### config.mk
export PLATFORM = sky130hd
export DESIGN_NAME = v3a_sqrt
export DESIGN_NICKNAME = d
export VERILOG_FILES = /design/src/rtl/v3a_sqrt.sv
export SDC_FILE = /design/constraint.sdc
export NUM_CORES = 1
export LEC_CHECK = 0
export ABC_AREA = 0
export BUFFER_PORTS_ARGS = -buffer_cell sky130_fd_sc_hd__buf_2
export CAP_MARGIN = 30
export CORE_MARGIN = 5
export CORE_UTILIZATION = 35
export DETAILED_ROUTE_END_ITERATION = 12
export PLACE_DENSITY_LB_ADDON = 0.15
export SLEW_MARGIN = 20
export SYNTH_ARGS = -nofsm -noshare
export SYNTH_HDL_FRONTEND = slang
export SYNTH_SLANG_ARGS = --single-unit
### constraint.sdc
create_clock -name clk -period 4.7 [get_ports clk]
set_input_delay 0.47 -clock clk [delete_from_list [all_inputs] [get_ports clk]]
set_output_delay 0.47 -clock clk [all_outputs]
set_load 0.1 [all_outputs]
### src/rtl/v3a_sqrt.sv
// v3a_sqrt: pipelined floor square root, one root bit per stage, W stages.
// No package dependencies.
module v3a_sqrt #(
  parameter int W = 16
) (
  input  logic           clk,
  input  logic [2*W-1:0] n,
  output logic [W-1:0]   root
);

  logic [W+1:0]   rem_q  [W+1];
  logic [W-1:0]   root_q [W+1];
  logic [2*W-1:0] n_q    [W+1];

  assign rem_q[0]  = '0;
  assign root_q[0] = '0;
  assign n_q[0]    = n;

  for (genvar i = 0; i < W; i++) begin : g_stage
    logic [W+1:0] rem_s;
    logic [W+1:0] trial;

    assign rem_s = {rem_q[i][W-1:0], n_q[i][2*W-1:2*W-2]};
    assign trial = {root_q[i], 2'b01};

    always_ff @(posedge clk) begin
      n_q[i+1] <= {n_q[i][2*W-3:0], 2'b00};
      if (rem_s >= trial) begin
        rem_q[i+1]  <= rem_s - trial;
        root_q[i+1] <= {root_q[i][W-2:0], 1'b1};
      end else begin
        rem_q[i+1]  <= rem_s;
        root_q[i+1] <= {root_q[i][W-2:0], 1'b0};
      end
    end
  end

  assign root = root_q[W];

endmodule

### Word level (Yosys, flattened, before mapping)

Index checks and enable logic that the tools add are counted.

* register bits: 603
* input bits: 33
* word-level logic and storage cells: 109

* $add $sub $neg: 15
* order comparisons: 16
* mux-type cells: 31

Operator list (number)
* $mux W16: 14
* $ge A18 B10 Y1: 1
* $ge A18 B11 Y1: 1
* $ge A18 B12 Y1: 1
* $ge A18 B13 Y1: 1
* $ge A18 B14 Y1: 1
* $ge A18 B15 Y1: 1
* $ge A18 B16 Y1: 1
* $ge A18 B17 Y1: 1
* $ge A18 B3 Y1: 1
* $ge A18 B4 Y1: 1
* $ge A18 B5 Y1: 1
* $ge A18 B6 Y1: 1
* $ge A18 B7 Y1: 1
* $ge A18 B8 Y1: 1
* $ge A18 B9 Y1: 1
* $mux W1: 16
* $sub A16 B10 Y16: 1
* $sub A16 B11 Y16: 1
* $sub A16 B12 Y16: 1
* $sub A16 B13 Y16: 1
* $sub A16 B14 Y16: 1
* $sub A16 B15 Y16: 1
* $sub A16 B16 Y16: 1
* other kinds (10): 10

### Longest topological paths before layout

* depth after elaboration: 2
* depth in mapped cells: 11
* depth with buffers taken out: 9

### Worst setup path before layout

No wires, ideal clock.

* path kind: reg2reg
* from: reg root_q (netlist bit g_stage[14].trial[5])
* to: reg rem_q (netlist bit g_stage[15].rem_s[17])
* setup time: 0.121 ns
* data arrival time: 2.339 ns
* data required time: 4.579 ns
* path slack: 2.241 ns
* stages on the path, launching flop included: 9
* buffers on the path: 0
* path through: dfxtp_1 -> inv_1 -> ha_1 -> a21o_1 -> a21oi_1 -> or4b_2 -> a221o_1 -> xor2_1 -> mux2_2

* cells in the longest elaborated chain, start to end: 2
* elaborated cells between the ends (all ways): 3

Ends and longest elaborated chain
* start: declaration: line 12 `logic [W-1:0] root_q [W+1];`
* start signal: indexed assignment: line 30 `root_q[i+1] <= {root_q[i][W-2:0], 1'b1};`
* start signal: indexed assignment: line 33 `root_q[i+1] <= {root_q[i][W-2:0], 1'b0};`
* $sub A16 B16 Y16 / $ge A18 B16 Y1 (equally long branches): line 29, 28
* $mux W16 (*): line 28 `if (rem_s >= trial) begin`
* end signal: indexed assignment: line 29 `rem_q[i+1] <= rem_s - trial;`
* end signal: indexed assignment: line 32 `rem_q[i+1] <= rem_s;`
* end: declaration: line 11 `logic [W+1:0] rem_q [W+1];`

Mark *: on every way between the ends. The rest lies on a longest branch, timed or not.
A chain may end at the register's enable or synchronous reset.

### Final worst setup path

* from: reg root_q (netlist bit g_stage[14].trial[2])
* to: reg rem_q (netlist bit g_stage[15].rem_s[7])

The elaborated chain is that of the path after synthesis.

==> out/results.ini <==
[status]
status=finished clean

[route]
drt_iter0_markers=679
postRouteWirelength_mm=41.5
routedWlPerCell_um=14.0
drc=0
ant_nets=0
vias=13900
first_pass_iters=5
via_per_inst=4.70

[grt]
antenna_found_initial=3
grt_first_pass_wirelength_mm=68.6
first_global_vias=13700
globalRouteOverflowTotal=0
grt_max_degree=21
grt_usage=0.124

[cts]
clock-sinks=593
ctsResizeCount=0
tritoncts=done
clk-insertion-delay-late_ns=0.59
h-tree-depth=3
path_clk_slew_ns=0.06
root_buffer=clkbuf_16
cts_buffers=66
ctsHoldBuffers=30
cts_setup_buffers=0
clockBufferDepth=3

[worst_setup_path]
reg2reg_depth=8
critPathLaunchType=flop
critical_path_class=flop to flop
crit_arrival_ns=3.37
end_kind=flop
worst-path-max-fanout=17
cp.required_ns=5.18

[yosys]
synth_top_area_frac=0.548
synth_ff_type=dfxtp_1
syn_inst=2008
synthArstFlopShare=0
synth.distinct_cells=88
synth_area_leader_cell=dfxtp_1
ys_warn_count=0
ys_seq_elements=593
yosys-top-cells-area=dfxtp_1 55%, ha_1 8.6%, mux2_2 3.4%, xnor2_1 3.4%, inv_1 3.2%
synth_edf_count=0
syn-cell-area_mm2=0.0217
syn_area_per_cell_um2=10.8
seq_area_frac_synth=0.548
synth_fp_nets=2190

[sta]
fin_skew_ns=0.0137
relSlewSlack=0.456
hold_violations=0
slew_violations=0
setup_violations=0
min_period_ns=2.89
setup-tns-final_ns=0
fmaxAchievable_ghz=0.346
period_share=0.614
rsz0062_at_grt=false
worst_pin_slew_ns=0.814

[die]
die_y_um=259
placement_rows=91
start_util=0.352
core_region_area_mm2=0.0615
die_area_mm2=0.0670
die_x_um=259
ioPinCount=49

[place]
routabilityCongestion=0.814
hpwl_mm=31.1
post_dp_cell_area_mm2=0.0228
place.port_buffers=48

[cells_and_area]
layout_common_cells=593 x dfxtp_1, 184 x inv_1, 149 x ha_1
drive_gt1_frac=0.122
layout_commonest_cell=dfxtp_1
post-route-cell-area_mm2=0.0253
syn2layout_area_growth_pct=16.9
antenna-diode-count=0
fill_cells=5885
nets=2309

[job]
maxCapViolCount=0

[hold_path]
hold_path.class=primary input to flop
min_path_cells=2

[pwr]
p_per_area_mw_per_mm2=608
vdd_drop_max_v=0.000320
power.leakage_nw=11.8

-- final cells by class --
type,count,area (µm²),share of cell area
Clock inverter,33,392,0.0155
Timing Repair Buffer,81,567,0.0224
Sequential cell,593,11900,0.469
Multi-Input combinational cell,1198,8960,0.353
Tap cell,790,988,0.0390
Clock buffer,87,1860,0.0734
Inverter,187,702,0.0277
-- path summary, 6_finish.rpt --
| path | slack (ns) | end | from |
|---|---|---|---|
| worst max-delay path | 1.81 | g_stage[15].rem_s[7] | g_stage[14].trial[2] |
| worst min-delay path | 0.04 | g_stage[1].rem_s[2] | n[30] |
| worst max register to register | 1.81 | g_stage[15].rem_s[7] | g_stage[14].trial[2] |
| worst min register to register | 0.32 | n_q[378] | n_q[408] |
-- synth_stat cells (7+ instances only) --
master	number
nor4_1	24
o21ai_0	65
nand4_1	17
nand3_1	38
o21a_1	47
nand2b_1	17
o2111ai_1	8
a21oi_1	93
nor2_1	109
dfxtp_1	593
o21bai_1	11
xor2_1	59
inv_1	184
mux2i_1	12
nor3_1	52
and3_1	8
or2_2	8
and2_1	8
clkbuf_1	20
a211oi_1	13
buf_2	7
a21o_1	30
o31ai_1	15
mux2_4	7
or4_1	11
mux2_2	66
nor2b_1	21
xnor2_1	84
o31a_1	15
o211ai_1	15
a31oi_1	10
nand2_1	79
or3_1	19
ha_1	149
-- power by group --
part | internal [mW] | leakage, nW | switching, mW
registers | 5.99 | 4.97 | 0.641
logic | 1.71 | 5.71 | 1.88
clock network | 3.11 | 1.10 | 2.07
total | 10.8 | 11.8 | 4.60
-- through the flow --
step	worst slack, ns	std cells	power [mW]	utilization	hold slack, ns
final	1.81	2969	15.4	0.412	0.0444
after global routing	1.58	2969	16.4	0.412	0.0298
after CTS	1.78	2968	15.7	0.412	0.00323
after detailed placement	1.79	2818	10.3	0.370	0.312
after global placement	1.87	2818	10.3	0.370	0.309
after floorplan	2.24	2008	9.44	-	0.310
-- flip-flops by register name (all words and copies together), names as in the netlist --
signal	count
n_q	210
g_stage.trial	120
root	16
g_stage.rem_s	247
-- worst max-delay path: stages, from the launching register on --
cell	delay (ns)
dfxtp_1	0.32
inv_1	0.04
ha_1	0.33
nor2b_1	0.17
o31a_1	0.27
o31a_1	0.32
o211ai_1	0.19
nand3_1	0.60
mux2_2	0.52
-- routing by layer --
metal  vias up  part of all wire  track usage
met5         -                 0            0
met2       240              0.45        0.200
li1       7212                 -            -
met4         0             0.026       0.0472
met1      6410              0.48        0.166
met3        83             0.047       0.0240
-- logic make-up after synthesis --
| logic type | count (synthesis) | share of synthesized area |
|---|---|---|
| AOI/OAI and AO/OA | 377 | 0.119 |
| other | 1 | 0.000173 |
| buffers and inverters | 217 | 0.0387 |
| DFF | 593 | 0.548 |
| adders and majority gates | 149 | 0.0860 |
| and+or+nand+nor | 443 | 0.106 |
| xor gates and xnor gates | 143 | 0.0578 |
| muxes | 85 | 0.0447 |
No activity file was read; power rests on OpenSTA's default activity.
