[src/rtl/v3a_pkg.sv]
// v3a_pkg: opcodes and pipeline control types for the vector ALU.
// No dependencies; imported by v3a_lane, vector3_alu and the testbench.
package v3a_pkg;

  localparam logic [2:0] OP_ADD   = 3'd1;
  localparam logic [2:0] OP_SUB   = 3'd2;
  localparam logic [2:0] OP_MUL   = 3'd3;
  localparam logic [2:0] OP_CROSS = 3'd4;
  localparam logic [2:0] OP_MAG   = 3'd5;

  typedef struct packed {
    logic       valid;
    logic [2:0] op;
  } v3a_ctl_t;

endpackage

[src/rtl/v3a_lane.sv]
// v3a_lane: one component lane, two multipliers and an adder, two stages.
// Depends on v3a_pkg for the opcodes.
module v3a_lane import v3a_pkg::*; #(
  parameter int W = 16
) (
  input  logic                clk,
  input  logic [2:0]          op,
  input  logic signed [W-1:0] a,
  input  logic signed [W-1:0] b,
  input  logic signed [W-1:0] a_n1,
  input  logic signed [W-1:0] b_n1,
  input  logic signed [W-1:0] a_n2,
  input  logic signed [W-1:0] b_n2,
  output logic signed [2*W:0] res,
  output logic [2*W-1:0]      sq_a,
  output logic [2*W-1:0]      sq_b
);

  localparam int PW = 2 * W;

  logic [2:0]           op_s1;
  logic signed [W-1:0]  m0a, m0b, m1a, m1b;
  logic signed [PW-1:0] p0, p1;
  logic signed [W:0]    sum;

  always_comb begin
    case (op)
      OP_CROSS: begin
        m0a = a_n1; m0b = b_n2;
        m1a = a_n2; m1b = b_n1;
      end
      OP_MAG: begin
        m0a = a; m0b = a;
        m1a = b; m1b = b;
      end
      default: begin
        m0a = a;  m0b = b;
        m1a = '0; m1b = '0;
      end
    endcase
  end

  always_ff @(posedge clk) begin
    op_s1 <= op;
    p0    <= m0a * m0b;
    p1    <= m1a * m1b;
    if (op == OP_SUB) begin
      sum <= {a[W-1], a} - {b[W-1], b};
    end else begin
      sum <= {a[W-1], a} + {b[W-1], b};
    end
  end

  always_ff @(posedge clk) begin
    case (op_s1)
      OP_ADD, OP_SUB: res <= {{W{sum[W]}}, sum};
      OP_MUL:         res <= {p0[PW-1], p0};
      OP_CROSS:       res <= {p0[PW-1], p0} - {p1[PW-1], p1};
      default:        res <= '0;
    endcase
    sq_a <= $unsigned(p0);
    sq_b <= $unsigned(p1);
  end

endmodule

[config.mk]
export PLATFORM = sky130hd
export DESIGN_NAME = v3a_lane
export DESIGN_NICKNAME = d
export VERILOG_FILES = /design/src/rtl/v3a_pkg.sv /design/src/rtl/v3a_lane.sv
export SDC_FILE = /design/constraint.sdc
export NUM_CORES = 2
export LEC_CHECK = 0
export BUFFER_PORTS_ARGS = -buffer_cell sky130_fd_sc_hd__buf_2
export CAP_MARGIN = 40
export CORE_MARGIN = 2
export CORE_UTILIZATION = 25
export CTS_CLUSTER_DIAMETER = 80
export DETAILED_ROUTE_END_ITERATION = 8
export GPL_TIMING_DRIVEN = 0
export PLACE_DENSITY = 0.5
export SYNTH_ARGS = -nofsm -noshare
export SYNTH_HDL_FRONTEND = slang
export SYNTH_SLANG_ARGS = --single-unit
[constraint.sdc]
create_clock -name clk -period 7.55 [get_ports clk]
set_input_delay 0.3775 -clock clk [delete_from_list [all_inputs] [get_ports clk]]
set_output_delay 0.3775 -clock clk [all_outputs]
set_load 0.01 [all_outputs]
### After elaboration in Yosys (flattened, before gate mapping)

Cells that the tools add are included.

* input bits: 100
* register bits after elaboration: 181
* logic and storage cells: 26
* output and inout port bits: 97

* add/subtract/negate cells: 3
* reduce and logical (&&, ||, !) cells: 1
* $mul: 2
* equality and inequality tests: 7
* mux-type cells: 6

Operators by type and width (number)
* $pmux W33 S3: 1
* $pmux W16 S2: 3
* $mul A16 B16 Y32: 2
* $sub A32 B32 Y33: 1
* $add A16 B16 Y17: 1
* $mux W17: 1
* $sub A16 B16 Y17: 1
* $mux W16: 1
* $eq A3 B2 Y1 const B: 3
* $eq A3 B3 Y1 const B: 3
* $eq A3 B1 Y1 const B: 1
* $reduce_or A2 Y1: 1

### Logic depth before layout (Yosys ltp)

* word-level depth: 3
* depth in mapped cells: 29
* mapped depth without buffers: 26

### Worst setup path before layout

Ideal clock, no wire load.

* path kind: input port to flip-flop
* from: input port op[0]
* to: register p1[30]
* setup time: 72 ps
* slack: 382 ps
* required time: 7478 ps
* data arrival time: 7096 ps
* stages: 26
* path buffers: 3
* cells stage by stage: buf_1 -> clkbuf_1 -> nand2_1 -> o21ai_0 -> and2_1 -> clkbuf_1 -> nand2_1 -> inv_1 -> fa_1 -> fa_1 -> fa_1 -> fa_1 -> fa_1 -> inv_1 -> fa_1 -> inv_1 -> ha_1 -> a21oi_1 -> o21bai_1 -> a21o_2 -> or3_1 -> nor3_2 -> nor3_1 -> or3_1 -> a21oi_2 -> xnor2_1

* cells in the longest elaborated chain, start to end: 3
* elaborated cells on any way between the ends: 5
* classes of those cells: 1 x mul; 2 x eq/ne; 2 x mux

RTL lines
* start, declared: line v3a_lane.sv:7 `input logic [2:0] op,`
* $eq A3 B3 Y1: line v3a_lane.sv:27 `case (op)`
* $pmux W16 S2: line v3a_lane.sv:27
* $mul A16 B16 Y32 *: line v3a_lane.sv:46 `p1 <= m1a * m1b;`
* end signal, assigned: line v3a_lane.sv:46
* end, declared: line v3a_lane.sv:23 `logic signed [PW-1:0] p0, p1;`

Every way passes the cells marked *; elsewhere a longest branch is shown, timed or not.

### Worst setup path in the final report

* from: input port op[1]
* to: register p0[31]

* cells in the longest elaborated chain, start to end: 3
* elaborated cells on any way between the ends: 5
* classes of those cells: 1 x mul; 2 x eq/ne; 2 x mux

RTL lines
* $eq A3 B3 Y1: line v3a_lane.sv:27
* $pmux W16 S2 or $mux W16 (tied branches): line v3a_lane.sv:27
* $mul A16 B16 Y32 *: line v3a_lane.sv:45 `p0 <= m0a * m0b;`
* end signal, assigned: line v3a_lane.sv:45
* end, declared: line v3a_lane.sv:23

Marks and branches as above.

==> impl_metrics.json <==
{
  "die_h_um": 336,
  "drtIter0Drc": 1636,
  "synth_common_cells": "inv_1, fa_1, nor2_1, nand2_1, ha_1",
  "core_um2": 109000,
  "p_per_area_nw_per_um2": 515,
  "postRouteAntennaNets": 0,
  "pwr-share-seq": 0.109,
  "p_sw_frac": 0.532,
  "holdCritStartpoint": "op[2]",
  "finish.utilization": 0.288,
  "synth-seq-area-share": 0.132,
  "crit_required_ns": 7.98,
  "cts_tree": "built",
  "gp_congestion": 0.935,
  "clk_pin_slew_worst_paths_ns": 0.08,
  "dp_hpwl_um": 82700,
  "die_w_um": 336,
  "drive_gt1_frac": 0.117,
  "setup_viol": 0,
  "power_w": 0.0162,
  "grt_overflow_total": 0,
  "insertion_delay_ns": 0.50,
  "synth_cells": 3088,
  "slowest_stage": "fa_1",
  "critPathLaunchType": "primary input",
  "cts_root_buffer": "clkbuf_16",
  "synth.area.top_cells": "fa_1, dfxtp_1, ha_1",
  "yosysTopAreaCell": "fa_1",
  "post-synth-top-count-cell": "inv_1",
  "clk_path_buf_depth": 2,
  "worst_pin_slew_ns": 0.908,
  "vias_per_cell": 4.62,
  "grt_util_all_layers": 0.177,
  "maxCapViolCount": 0,
  "arrival_ns": 7.71,
  "hold_buffers": 0,
  "drcViolationCount": 0,
  "crit_path_max_incr_delay_ns": 0.54,
  "ir_drop_mv": 0.699,
  "wl_um": 97000,
  "hold_path_end": "op_s1[2]$_DFF_P_",
  "grt_pass1_wl_um": 147000,
  "worstPathMaxFanout": 10,
  "ioPinCount": 197,
  "layout_min_cycle_time_ns": 7.28,
  "p_switching_w": 0.00861,
  "start_util": 0.252,
  "synth_warnings": 0,
  "crit_type": "in2reg",
  "synth_edf_count": 0,
  "status": "completed",
  "synth-seq-cells": 181,
  "slew_violations": 0,
  "synthDistinctLibCells": 73,
  "fp.dieArea_um2": 113000,
  "first_pass_iters": 8,
  "hold_depth": 1,
  "grt_max_degree": 20,
  "num-nets-final": 4156,
  "antenna_found_initial": 11,
  "r2r_start": "p1[16]$_DFF_P_",
  "worst_r2r_endpoint": "res[28]$_DFF_P_",
  "min_path_type": "in2reg",
  "htreeDepth": 4,
  "syn_nets": 3927,
  "via_count": 22000,
  "synth_top_flop_cell": "dfxtp_1",
  "skew_ns": 0.0155,
  "first_global_vias": 22300,
  "numCtsBuffers": 17,
  "crit_path_frequent_cell": "fa_1",
  "rsz0062_at_grt": "no",
  "synth_area_um2": 27500,
  "setup.worst_path.end_class": "flop",
  "async_reset_ff_frac": 0,
  "avgSynthCellArea_um2": 8.90,
  "slew_headroom": 0.395,
  "area_delta_synth_final_pct": 14.2,
  "p_leak_nw": 15.5,
  "netlist.area_leader.share": 0.383,
  "combPwrFrac": 0.830,
  "p_int_w": 0.00756,
  "fin_crit_sh": 0.964,
  "std_cell_rows": 121,
  "wl_per_cell_um": 20.4,
  "reg2reg_depth": 11,
  "io_buffer_count": 195,
  "clockPowerShare": 0.061,
  "rrSetupSlack_ns": 3.65,
  "clock-sinks": 181,
  "hold_viol": 0,
  "fmaxAchievable_mhz": 137
}
==> placed cells by master, fill, tap and decap left out, drive strengths merged, types with 17 or more instances in the layout <==
master,n
o21a,38
mux2i,35
xor2,36
buf,230
a21o,32
fa,526
clkbuf,84
and2,27
nand2b,22
o21ai,110
xnor2,79
nand2,320
nand3,37
nor2,333
dfxtp,181
a22oi,17
mux2,31
inv,678
ha,213
a21oi,106
==> per-layer routing <==
metal,track usage,wire [µm]
met1,0.262,46200
met2,0.250,39100
met3,0.0475,9020
met4,0.0475,2570
met5,0,58
==> kinds of logic after synthesis <==
| logic type | after synthesis | share of synthesized area |
|---|---|---|
| simple gates | 830 | 0.129 |
| fa+ha+maj | 739 | 0.480 |
| flops | 181 | 0.132 |
| xor+xnor | 115 | 0.0367 |
| mux | 66 | 0.0255 |
| compound gates | 401 | 0.0933 |
| buf+inv | 756 | 0.104 |
==> power groups by stage <==
stage	registers (W)	logic [W]	clock network, W
global placement	0.00178	0.0129	0
finish	0.00176	0.0134	0.000979
detailed placement	0.00177	0.0129	0
floorplan	0.00170	0.00947	0
global route	0.00179	0.0152	0.00104
CTS	0.00176	0.0134	0.00101
==> worst max-delay path by stage <==
stage | start | to | slack, ns | cells past startpoint
6_report | op[1] | p0[31]$_DFF_P_ | 0.27 | 26
5_1_grt | op[0] | p1[31]$_DFF_P_ | 0.005 | 29
4_1_cts | op[2] | p1[31]$_DFF_P_ | 0.002 | 27
3_5_place_dp | op[1] | p0[31]$_DFF_P_ | -1.90 | 27
3_3_place_gp | op[0] | p0[31]$_DFF_P_ | -1.97 | 28
2_1_floorplan | op[0] | p1[30]$_DFF_P_ | 0.38 | 26
==> area by class of cell <==
cell class	instances	area, µm²
Antenna cell	4	10.0
Tap cell	1414	1770
Buffer	70	352
Sequential cell	181	3620
Inverter	671	2520
Fill cell	11700	77600
Clock buffer	19	443
Multi-Input combinational cell	2151	21300
Clock inverter	13	180
Timing Repair Buffer	225	1220
==> sequential cells by signal, summed over array words and instances, names as in the netlist <==
name	count
sq_b	32
res	33
sum	17
op_s1	3
p0	32
sq_a	32
p1	32
==> timing repair <==
action | in CTS | in global routing
setup buffers | 0 | 8
endpoints found under the setup margin | 27 | 19
pin swaps | 1 | 7
gates resized for setup | 64 | 65
==> worst max-delay path, delay by kind of cell <==
| kind | cells | cell delay [ns] |
|---|---|---|
| AOI/OAI and AO/OA | 5 | 0.96 |
| adders and majority gates | 7 | 3.28 |
| xor gates and xnor gates | 1 | 0.13 |
| muxes | 1 | 0.51 |
| and+or+nand+nor | 6 | 1.58 |
| buffers and inverters | 6 | 0.85 |
==> per-stage QoR <==
| step | setup WS (ns) | area (µm²) | TNS (ns) | instances | hold WS [ns] |
|---|---|---|---|---|---|
| 2_1_floorplan | 0.382 | 27500 | 0 | 3088 | 0.331 |
| 3_3_place_gp | -1.97 | 30200 | -35.68 | 4697 | 0.342 |
| 3_5_place_dp | -1.90 | 30400 | -32.43 | 4718 | 0.340 |
| 4_1_cts | 0.00152 | 31200 | 0 | 4743 | 0.00518 |
| 5_1_grt | 0.00516 | 31400 | 0 | 4744 | 0.0301 |
| 6_report | 0.271 | 31400 | 0 | 4748 | 0.0516 |
(Power assumes the default switching activity.)
